### src/rtl/core/c8ks_pkg.sv
// Shared types, constants and helper functions for the ChaCha8 keystream block.
// Used by c8ks_round_cell and chacha8_keystream_block; depends on nothing else.
`default_nettype none

package c8ks_pkg;

   // Number of ChaCha rounds. Each round is split over two half-round cells.
   localparam int ROUND_COUNT = 8;
   localparam int NUM_CELLS   = 2 * ROUND_COUNT;

   // Key register file.
   localparam int NUM_KEY_REGS    = 4;
   localparam int CSR_INDEX_WIDTH = 4;
   localparam int CSR_DATA_WIDTH  = 64;

   localparam logic [CSR_INDEX_WIDTH-1:0] KEY_LOW_IDX    = 4'd0;
   localparam logic [CSR_INDEX_WIDTH-1:0] KEY_SECOND_IDX = 4'd1;
   localparam logic [CSR_INDEX_WIDTH-1:0] KEY_THIRD_IDX  = 4'd2;
   localparam logic [CSR_INDEX_WIDTH-1:0] KEY_HIGH_IDX   = 4'd3;

   // The four words of "expand 32-byte k".
   localparam logic [3:0][31:0] SIGMA_WORDS = {
      32'h6b206574, 32'h79622d32, 32'h3320646e, 32'h61707865
   };

   // Rotation amounts of the first and second half of a quarter-round.
   localparam logic [4:0] ROT_FIRST_A  = 5'd16;
   localparam logic [4:0] ROT_FIRST_B  = 5'd12;
   localparam logic [4:0] ROT_SECOND_A = 5'd8;
   localparam logic [4:0] ROT_SECOND_B = 5'd7;

   typedef logic [15:0][31:0] words_type;

   typedef struct packed {
      logic [63:0] block_position;
      logic [63:0] stream_number;
   } req_type;

   typedef struct packed {
      logic [63:0] out_words_0_1;
      logic [63:0] out_words_2_3;
      logic [63:0] out_words_4_5;
      logic [63:0] out_words_6_7;
      logic [63:0] out_words_8_9;
      logic [63:0] out_words_10_11;
      logic [63:0] out_words_12_13;
      logic [63:0] out_words_14_15;
   } rsp_type;

   // Working state plus the input item, which travels along for the final add.
   typedef struct packed {
      words_type words;
      req_type   item;
   } cell_data_type;

   // Which step a cell performs: column or diagonal round, first or second half.
   typedef struct packed {
      logic diagonal;
      logic second_half;
   } step_sel_type;

   // Rotate left; always called with a constant amount between 1 and 31.
   function automatic logic [31:0] rotl32(input logic [31:0] v, input logic [4:0] n);
      return (v << n) | (v >> (32 - int'(n)));
   endfunction

   // State word index of one operand of quarter-round q. Row 0..3 selects a..d.
   // Column rounds use word 4*row+q; diagonal rounds shift each row by its number.
   function automatic logic [3:0] quarter_index(input logic diagonal,
                                                input logic [1:0] q,
                                                input logic [1:0] row);
      logic [1:0] col;
      col = diagonal ? 2'(q + row) : q;
      return {row, col};
   endfunction

   // Initial state from key and input item.
   function automatic words_type init_words(input logic [NUM_KEY_REGS-1:0][63:0] key,
                                            input req_type item);
      words_type w;
      for (int i = 0; i < 4; i++) begin
         w[i] = SIGMA_WORDS[i];
      end
      for (int i = 0; i < NUM_KEY_REGS; i++) begin
         w[4 + 2 * i] = key[i][31:0];
         w[5 + 2 * i] = key[i][63:32];
      end
      w[12] = item.block_position[31:0];
      w[13] = item.block_position[63:32];
      w[14] = item.stream_number[31:0];
      w[15] = item.stream_number[63:32];
      return w;
   endfunction

endpackage

`default_nettype wire

### src/rtl/core/c8ks_round_cell.sv
// One cell of the round chain: half of a ChaCha round on all four quarters.
// Depends on c8ks_pkg for the state types and the word index and rotate helpers.
`default_nettype none

module c8ks_round_cell (
   input  logic                    clock,
   input  logic                    reset,
   input  c8ks_pkg::step_sel_type  sel,
   input  logic                    in_valid,
   output logic                    in_ready,
   input  c8ks_pkg::cell_data_type in_data,
   output logic                    out_valid,
   input  logic                    out_ready,
   output c8ks_pkg::cell_data_type out_data
);

   logic                    valid_ff;
   logic                    valid_in;
   c8ks_pkg::cell_data_type data_ff;
   c8ks_pkg::cell_data_type data_in;

   // The cell takes a new transfer when it is empty or its content moves on.
   assign in_ready = !valid_ff || out_ready;
   assign valid_in = in_ready ? in_valid : valid_ff;

   // Two add-xor-rotate steps of every quarter-round; the four quarters touch
   // disjoint words, so they are computed side by side.
   always_comb begin
      logic [3:0]  ia;
      logic [3:0]  ib;
      logic [3:0]  ic;
      logic [3:0]  id;
      logic [31:0] a;
      logic [31:0] b;
      logic [31:0] c;
      logic [31:0] d;
      data_in = in_data;
      for (int q = 0; q < 4; q++) begin
         ia = c8ks_pkg::quarter_index(sel.diagonal, 2'(q), 2'd0);
         ib = c8ks_pkg::quarter_index(sel.diagonal, 2'(q), 2'd1);
         ic = c8ks_pkg::quarter_index(sel.diagonal, 2'(q), 2'd2);
         id = c8ks_pkg::quarter_index(sel.diagonal, 2'(q), 2'd3);
         a = in_data.words[ia] + in_data.words[ib];
         d = in_data.words[id] ^ a;
         d = sel.second_half ? c8ks_pkg::rotl32(d, c8ks_pkg::ROT_SECOND_A)
                             : c8ks_pkg::rotl32(d, c8ks_pkg::ROT_FIRST_A);
         c = in_data.words[ic] + d;
         b = in_data.words[ib] ^ c;
         b = sel.second_half ? c8ks_pkg::rotl32(b, c8ks_pkg::ROT_SECOND_B)
                             : c8ks_pkg::rotl32(b, c8ks_pkg::ROT_FIRST_B);
         data_in.words[ia] = a;
         data_in.words[ib] = b;
         data_in.words[ic] = c;
         data_in.words[id] = d;
      end
   end

   // Occupancy flag.
   always_ff @(posedge clock) begin
      if (reset) begin
         valid_ff <= 1'b0;
      end else begin
         valid_ff <= valid_in;
      end
   end

   // Working state, loaded on each accepted transfer.
   always_ff @(posedge clock) begin
      if (in_valid && in_ready) begin
         data_ff <= data_in;
      end
   end

   assign out_valid = valid_ff;
   assign out_data  = data_ff;

endmodule

`default_nettype wire
### config.mk
export PLATFORM = sky130hd
export DESIGN_NAME = c8ks_round_cell
export DESIGN_NICKNAME = d
export VERILOG_FILES = /design/src/rtl/core/c8ks_pkg.sv /design/src/rtl/core/c8ks_round_cell.sv
export SDC_FILE = /design/constraint.sdc
export NUM_CORES = 2
export LEC_CHECK = 0
export ABC_AREA = 1
export BUFFER_PORTS_ARGS = -buffer_cell sky130_fd_sc_hd__buf_2
export CORE_AREA = 2 2 498 500
export DETAILED_ROUTE_END_ITERATION = 10
export DIE_AREA = 0 0 500 502
export HOLD_SLACK_MARGIN = 0.08
export PLACE_DENSITY = 0.42
export SLEW_MARGIN = 20
export SYNTH_ARGS = -nofsm -noshare
export SYNTH_HDL_FRONTEND = slang
export SYNTH_SLANG_ARGS = --single-unit
### constraint.sdc
create_clock -name clock -period 59 [get_ports clock]
set_clock_uncertainty 0.1 [all_clocks]
set_input_delay 0 -clock clock [delete_from_list [all_inputs] [get_ports clock]]
set_output_delay 0 -clock clock [all_outputs]
set_load 0.03 [all_outputs]
== Word level (Yosys, flattened, before mapping) ==
Cells that the tools add are included.

* Word-level logic and storage cells: 170
* Flip-flop bits (word level): 641

* Order comparisons: 24
* Add/sub/neg operators: 8
* Bitwise logic cells: 24
* Mux-type cells: 80
* Reductions and logical operators: 15

{| class="wikitable"
|+ Operator list
! operator !! number
|-
| 512-bit bitwise mux || 12
|-
| 32-bit two-way mux || 32
|-
| 32-bit binary-select mux with 2-bit select || 12
|-
| 32-bit demux with 2-bit select || 12
|-
| 32-bit adder || 8
|-
| 32-bit XOR || 8
|-
| 32-bit by 12-bit OR with 32-bit output || 4
|-
| 32-bit by 16-bit OR with 32-bit output || 4
|-
| 32-bit by 7-bit OR with 32-bit output || 4
|-
| 32-bit by 8-bit OR with 32-bit output || 4
|-
| 4-bit by 5-bit < comparator with 1-bit output, second input constant || 8
|-
| 4-bit by 1-bit >= comparator with 1-bit output, second input constant || 8
|-
| 3-bit by 5-bit < comparator with 1-bit output, second input constant || 4
|-
| 2-bit two-way mux || 8
|-
| 1-bit logical AND || 13
|-
| 3-bit by 1-bit >= comparator with 1-bit output, second input constant || 4
|-
| 1-bit two-way mux || 4
|-
| 1-bit zero test || 1
|-
| 1-bit logical OR || 1
|}

== Logic depth before layout (Yosys ltp) ==
* Depth in word-level cells: 23
* Gate-level depth with buffers: 53
* Gate-level depth less buffers: 46

== Worst setup path before layout ==
Ideal clock, no wire load.

* Path type: flip-flop to flip-flop
* Start point: reg valid_ff, in the netlist out_valid
* End point: reg data_ff, in the netlist out_data[0], enable pin
* Cell stages (with the launch flop): 2
* Slack: 25.934 ns
* Arrival time: 31.104 ns
* Library setup time: 1.861 ns
* Clock period less this slack: 33.066 ns
* Cell sequence: dfxtp_1 a21oi_1

* Longest elaborated chain between the ends: 3

{| class="wikitable"
|+ RTL lines
! item !! RTL line !! RTL
|-
| start, declared || c8ks_round_cell.sv:17 || <nowiki>logic valid_ff;</nowiki>
|-
| start signal, assigned || c8ks_round_cell.sv:63 || <nowiki>valid_ff <= valid_in;</nowiki>
|-
| 1-bit zero test || c8ks_round_cell.sv:23 || <nowiki>assign in_ready = !valid_ff || out_ready;</nowiki>
|-
| 1-bit logical OR || c8ks_round_cell.sv:23 ||
|-
| 1-bit logical AND || c8ks_round_cell.sv:69 || <nowiki>if (in_valid && in_ready) begin</nowiki>
|-
| end signal, assigned || c8ks_round_cell.sv:70 || <nowiki>data_ff <= data_in;</nowiki>
|-
| end, declared || c8ks_round_cell.sv:19 || <nowiki>c8ks_pkg::cell_data_type data_ff;</nowiki>
|}

No other way between the ends.
A chain may end at the register's enable or synchronous reset.

==> flow_summary.json <==
{
  "ys_warn_count": 0,
  "comb_power_share_pct": 55.4,
  "cts_root_buffer": "clkbuf_16",
  "drive_gt1_share_pct": 22.23,
  "routed_via_density": 4.937,
  "endpoint_kind": "register",
  "final.min_clock_period_ns": 10.40,
  "core-area_sq_mm": 0.2453,
  "hold_path_class": "in2reg",
  "setup.worst_path.start_class": "input pin",
  "drt_iter0_markers": 6631,
  "cp_common_cell": "nand2_1",
  "syn_inst": 6330,
  "routedWlPerCell_um": 38.02,
  "clkTransAtPathRegs_ns": 0.07,
  "track_usage_pct": 33.34,
  "dp_hpwl_mm": 381.1,
  "path_class": "in2reg",
  "cts_setup_buffers": 0,
  "synth_fp_nets": 7230,
  "slowest_stage": "buf_4",
  "die_h_um": 502,
  "setup_ws_ns": 48.60,
  "fin_area_sq_mm": 0.06727,
  "postPlaceCellArea_sq_mm": 0.05937,
  "seq_power_share_pct": 24.3,
  "synth_flop_cell": "edfxtp_1",
  "worstMarginPinSlew_ns": 1.336,
  "antenna_found_initial": 112,
  "worstPathArrival_ns": 10.82,
  "swShare_pct": 53.50,
  "synth_top_cell_by_area": "edfxtp_1",
  "io_buffers": 1287,
  "num-fill-cells": 27080,
  "fin_crit_sh_pct": 17.63,
  "cts_resized": 0,
  "synth_seq_cells": 641,
  "clock_latency_ns": 0.73,
  "cts.htree.levels": 3,
  "synthTopCellsByCount": "nand2_1 (1921), inv_1 (698), o21ai_0 (678)",
  "setup_viol": 0,
  "final_nets": 9015,
  "grt_pass1_vias": 53590,
  "p_int_w": 0.001330,
  "final-instance-count-excl-fill": 11440,
  "ir_worst_vdd_mv": 0.02231,
  "tns_ns": 0,
  "cts_tree": "yes",
  "yosysTopAreaCellShare_pct": 39.69,
  "dp_cells": 10770,
  "drc": 0,
  "ctsHoldBuffers": 475,
  "drv_slew": 0,
  "pre_cts_ws_ns": 49.06,
  "power.switching_w": 0.001531,
  "rsz0062_at_grt": "no",
  "gp_congestion": 1.051,
  "pwr-share-clk_pct": 20.4,
  "p_leak_nw": 31.75,
  "num_rows": 182,
  "yosysSeqAreaShare_pct": 39.73,
  "synth_async_sr_flop_share_pct": 0,
  "cp.required_ns": 59.42,
  "grt_max_degree": 182,
  "area_growth_pct": 38.92,
  "cellPowerDensity_mw_per_mm2": 42.52,
  "yosys-top-cells-area": "edfxtp_1 (40%), nand2_1 (15%), o21ai_0 (7.0%), nand3_1 (6.7%), ha_1 (6.4%)",
  "yosysUniqueCellTypes": 56,
  "max_slew_margin_pct": 10.00,
  "cp_max_fo": 168,
  "status": "finished clean",
  "grt.overflow.total": 0,
  "routed_wl_mm": 435.0,
  "drt_first_pass_iters": 6,
  "numCtsBuffers": 89,
  "grt_pass1_wl_mm": 544.2,
  "ant_nets": 0,
  "synth.avg_cell_area_sq_um": 7.650,
  "synth-edff-count": 640,
  "cts_buffer_depth": 3,
  "drv_cap": 0,
  "dieArea_sq_mm": 0.2510,
  "fmax_ghz": 0.09615,
  "cp_slowest_stage_delay_ns": 0.70,
  "start_util_pct": 19.75,
  "vias": 56490,
  "die-width_um": 500,
  "cts_sinks": 641,
  "hold_viol": 0,
  "yosysMostFrequentCell": "nand2_1",
  "io_pins": 1288,
  "syn_area_sq_mm": 0.04843
}
==> metrics by stage <==
| step | hold WS (ns) | power [W] | util, % |
|---|---|---|---|
| after floorplan | -0.03093 | 0.001425 | - |
| after global placement | 0.06214 | 0.002221 | 24.15 |
| after detailed placement | 0.06418 | 0.002214 | 24.21 |
| after CTS | 0.08072 | 0.002844 | 27.38 |
| after global routing | 0.1174 | 0.002932 | 27.41 |
| final | 0.1141 | 0.002861 | 27.43 |
==> kinds of logic (layout without fill, tap and decap cells) <==
kind of cell    Yosys count  count (layout)  share of synthesized area [%]
buf+inv                 927            2785                          7.364
other cells               0              33                              0
xor+xnor                342             342                          6.294
fa+ha+maj               254             254                          6.687
mux                      65              65                          1.344
compound gates         1101            1101                          12.08
simple gates           3000            3000                          26.50
flops                   641             641                          39.73
==> layout make-up <==
class                   instances  area, sq um  share of cell area [%]
diodes                         33        82.58                  0.1228
well taps                    3220         4029                   5.989
repair buffers               1918        12470                   18.54
multi-input cells            4762        25780                   38.33
clock buffers                 100         2290                   3.404
flip-flops and latches        641        19240                   28.60
clock inverters                64        729.5                   1.084
inverters                     703         2651                   3.941
==> power groups by stage <==
| stage | logic (W) | registers [W] | clock network [W] |
|---|---|---|---|
| 4_1_cts | 0.00155 | 0.000700 | 0.000595 |
| 6_report | 0.00158 | 0.000694 | 0.000583 |
| 5_1_grt | 0.00163 | 0.000697 | 0.000609 |
| 3_5_place_dp | 0.00151 | 0.000708 | 0 |
| 2_1_floorplan | 0.000588 | 0.000837 | 0 |
| 3_3_place_gp | 0.00151 | 0.000710 | 0 |
==> placed cells by master (no fill, tap or decap), types with 13 or more instances in the layout <==
| cell type | instances |
|---|---|
| a21boi_0 | 13 |
| a21boi_1 | 14 |
| a21o_1 | 16 |
| a21oi_1 | 244 |
| a31oi_1 | 37 |
| and2_1 | 17 |
| buf_2 | 1285 |
| buf_4 | 149 |
| clkbuf_16 | 90 |
| clkinv_1 | 14 |
| clkinv_2 | 14 |
| diode_2 | 33 |
| dlygate4sd3_1 | 475 |
| edfxtp_1 | 640 |
| ha_1 | 246 |
| inv_1 | 698 |
| mux2i_1 | 62 |
| nand2_1 | 1921 |
| nand2_2 | 43 |
| nand3_1 | 644 |
| nand3_2 | 19 |
| nand4_1 | 26 |
| nor2_1 | 169 |
| nor3_1 | 24 |
| o21ai_0 | 560 |
| o21ai_1 | 128 |
| o21ai_2 | 27 |
| o21bai_1 | 17 |
| or2_2 | 94 |
| xnor2_1 | 129 |
| xor2_1 | 202 |
==> registers in the layout, summed over array words and instances (netlist names) <==
register / cells
out_data: 640
out_valid: 1
==> worst max-delay path: cells and delay by family <==
| kind | cells | cell delay, ns |
|---|---|---|
| AO/OA/AOI/OAI | 11 | 2.81 |
| XOR/XNOR | 1 | 0.53 |
| adder cells (fa/ha/maj) | 3 | 1.05 |
| buffers and inverters | 10 | 4.33 |
| AND/OR/NAND/NOR | 17 | 2.00 |
==> path summary, 6_finish.rpt <==
kind	cells after the start	slack, ns	end	start
setup reg to reg	6	54.11	out_data[100]$_DFFE_PP_	out_valid$_SDFFE_PP0N_
setup / recovery	42	48.60	out_data[356]$_DFFE_PP_	sel[1]
hold / removal	8	0.11	out_data[510]$_DFFE_PP_	in_data[446]
hold reg to reg	3	0.99	out_valid$_SDFFE_PP0N_	out_valid$_SDFFE_PP0N_
==> per-layer routing <==
layer  routed length [um]  GRT usage (%)  vias up
met5                  249              0        -
met4                32000          20.73       40
met3                27650          4.973      657
met2               201200          55.03     3132
met1               173900          40.75    27880
li1                     -              -    24790
No activity file was read; power rests on OpenSTA's default activity.
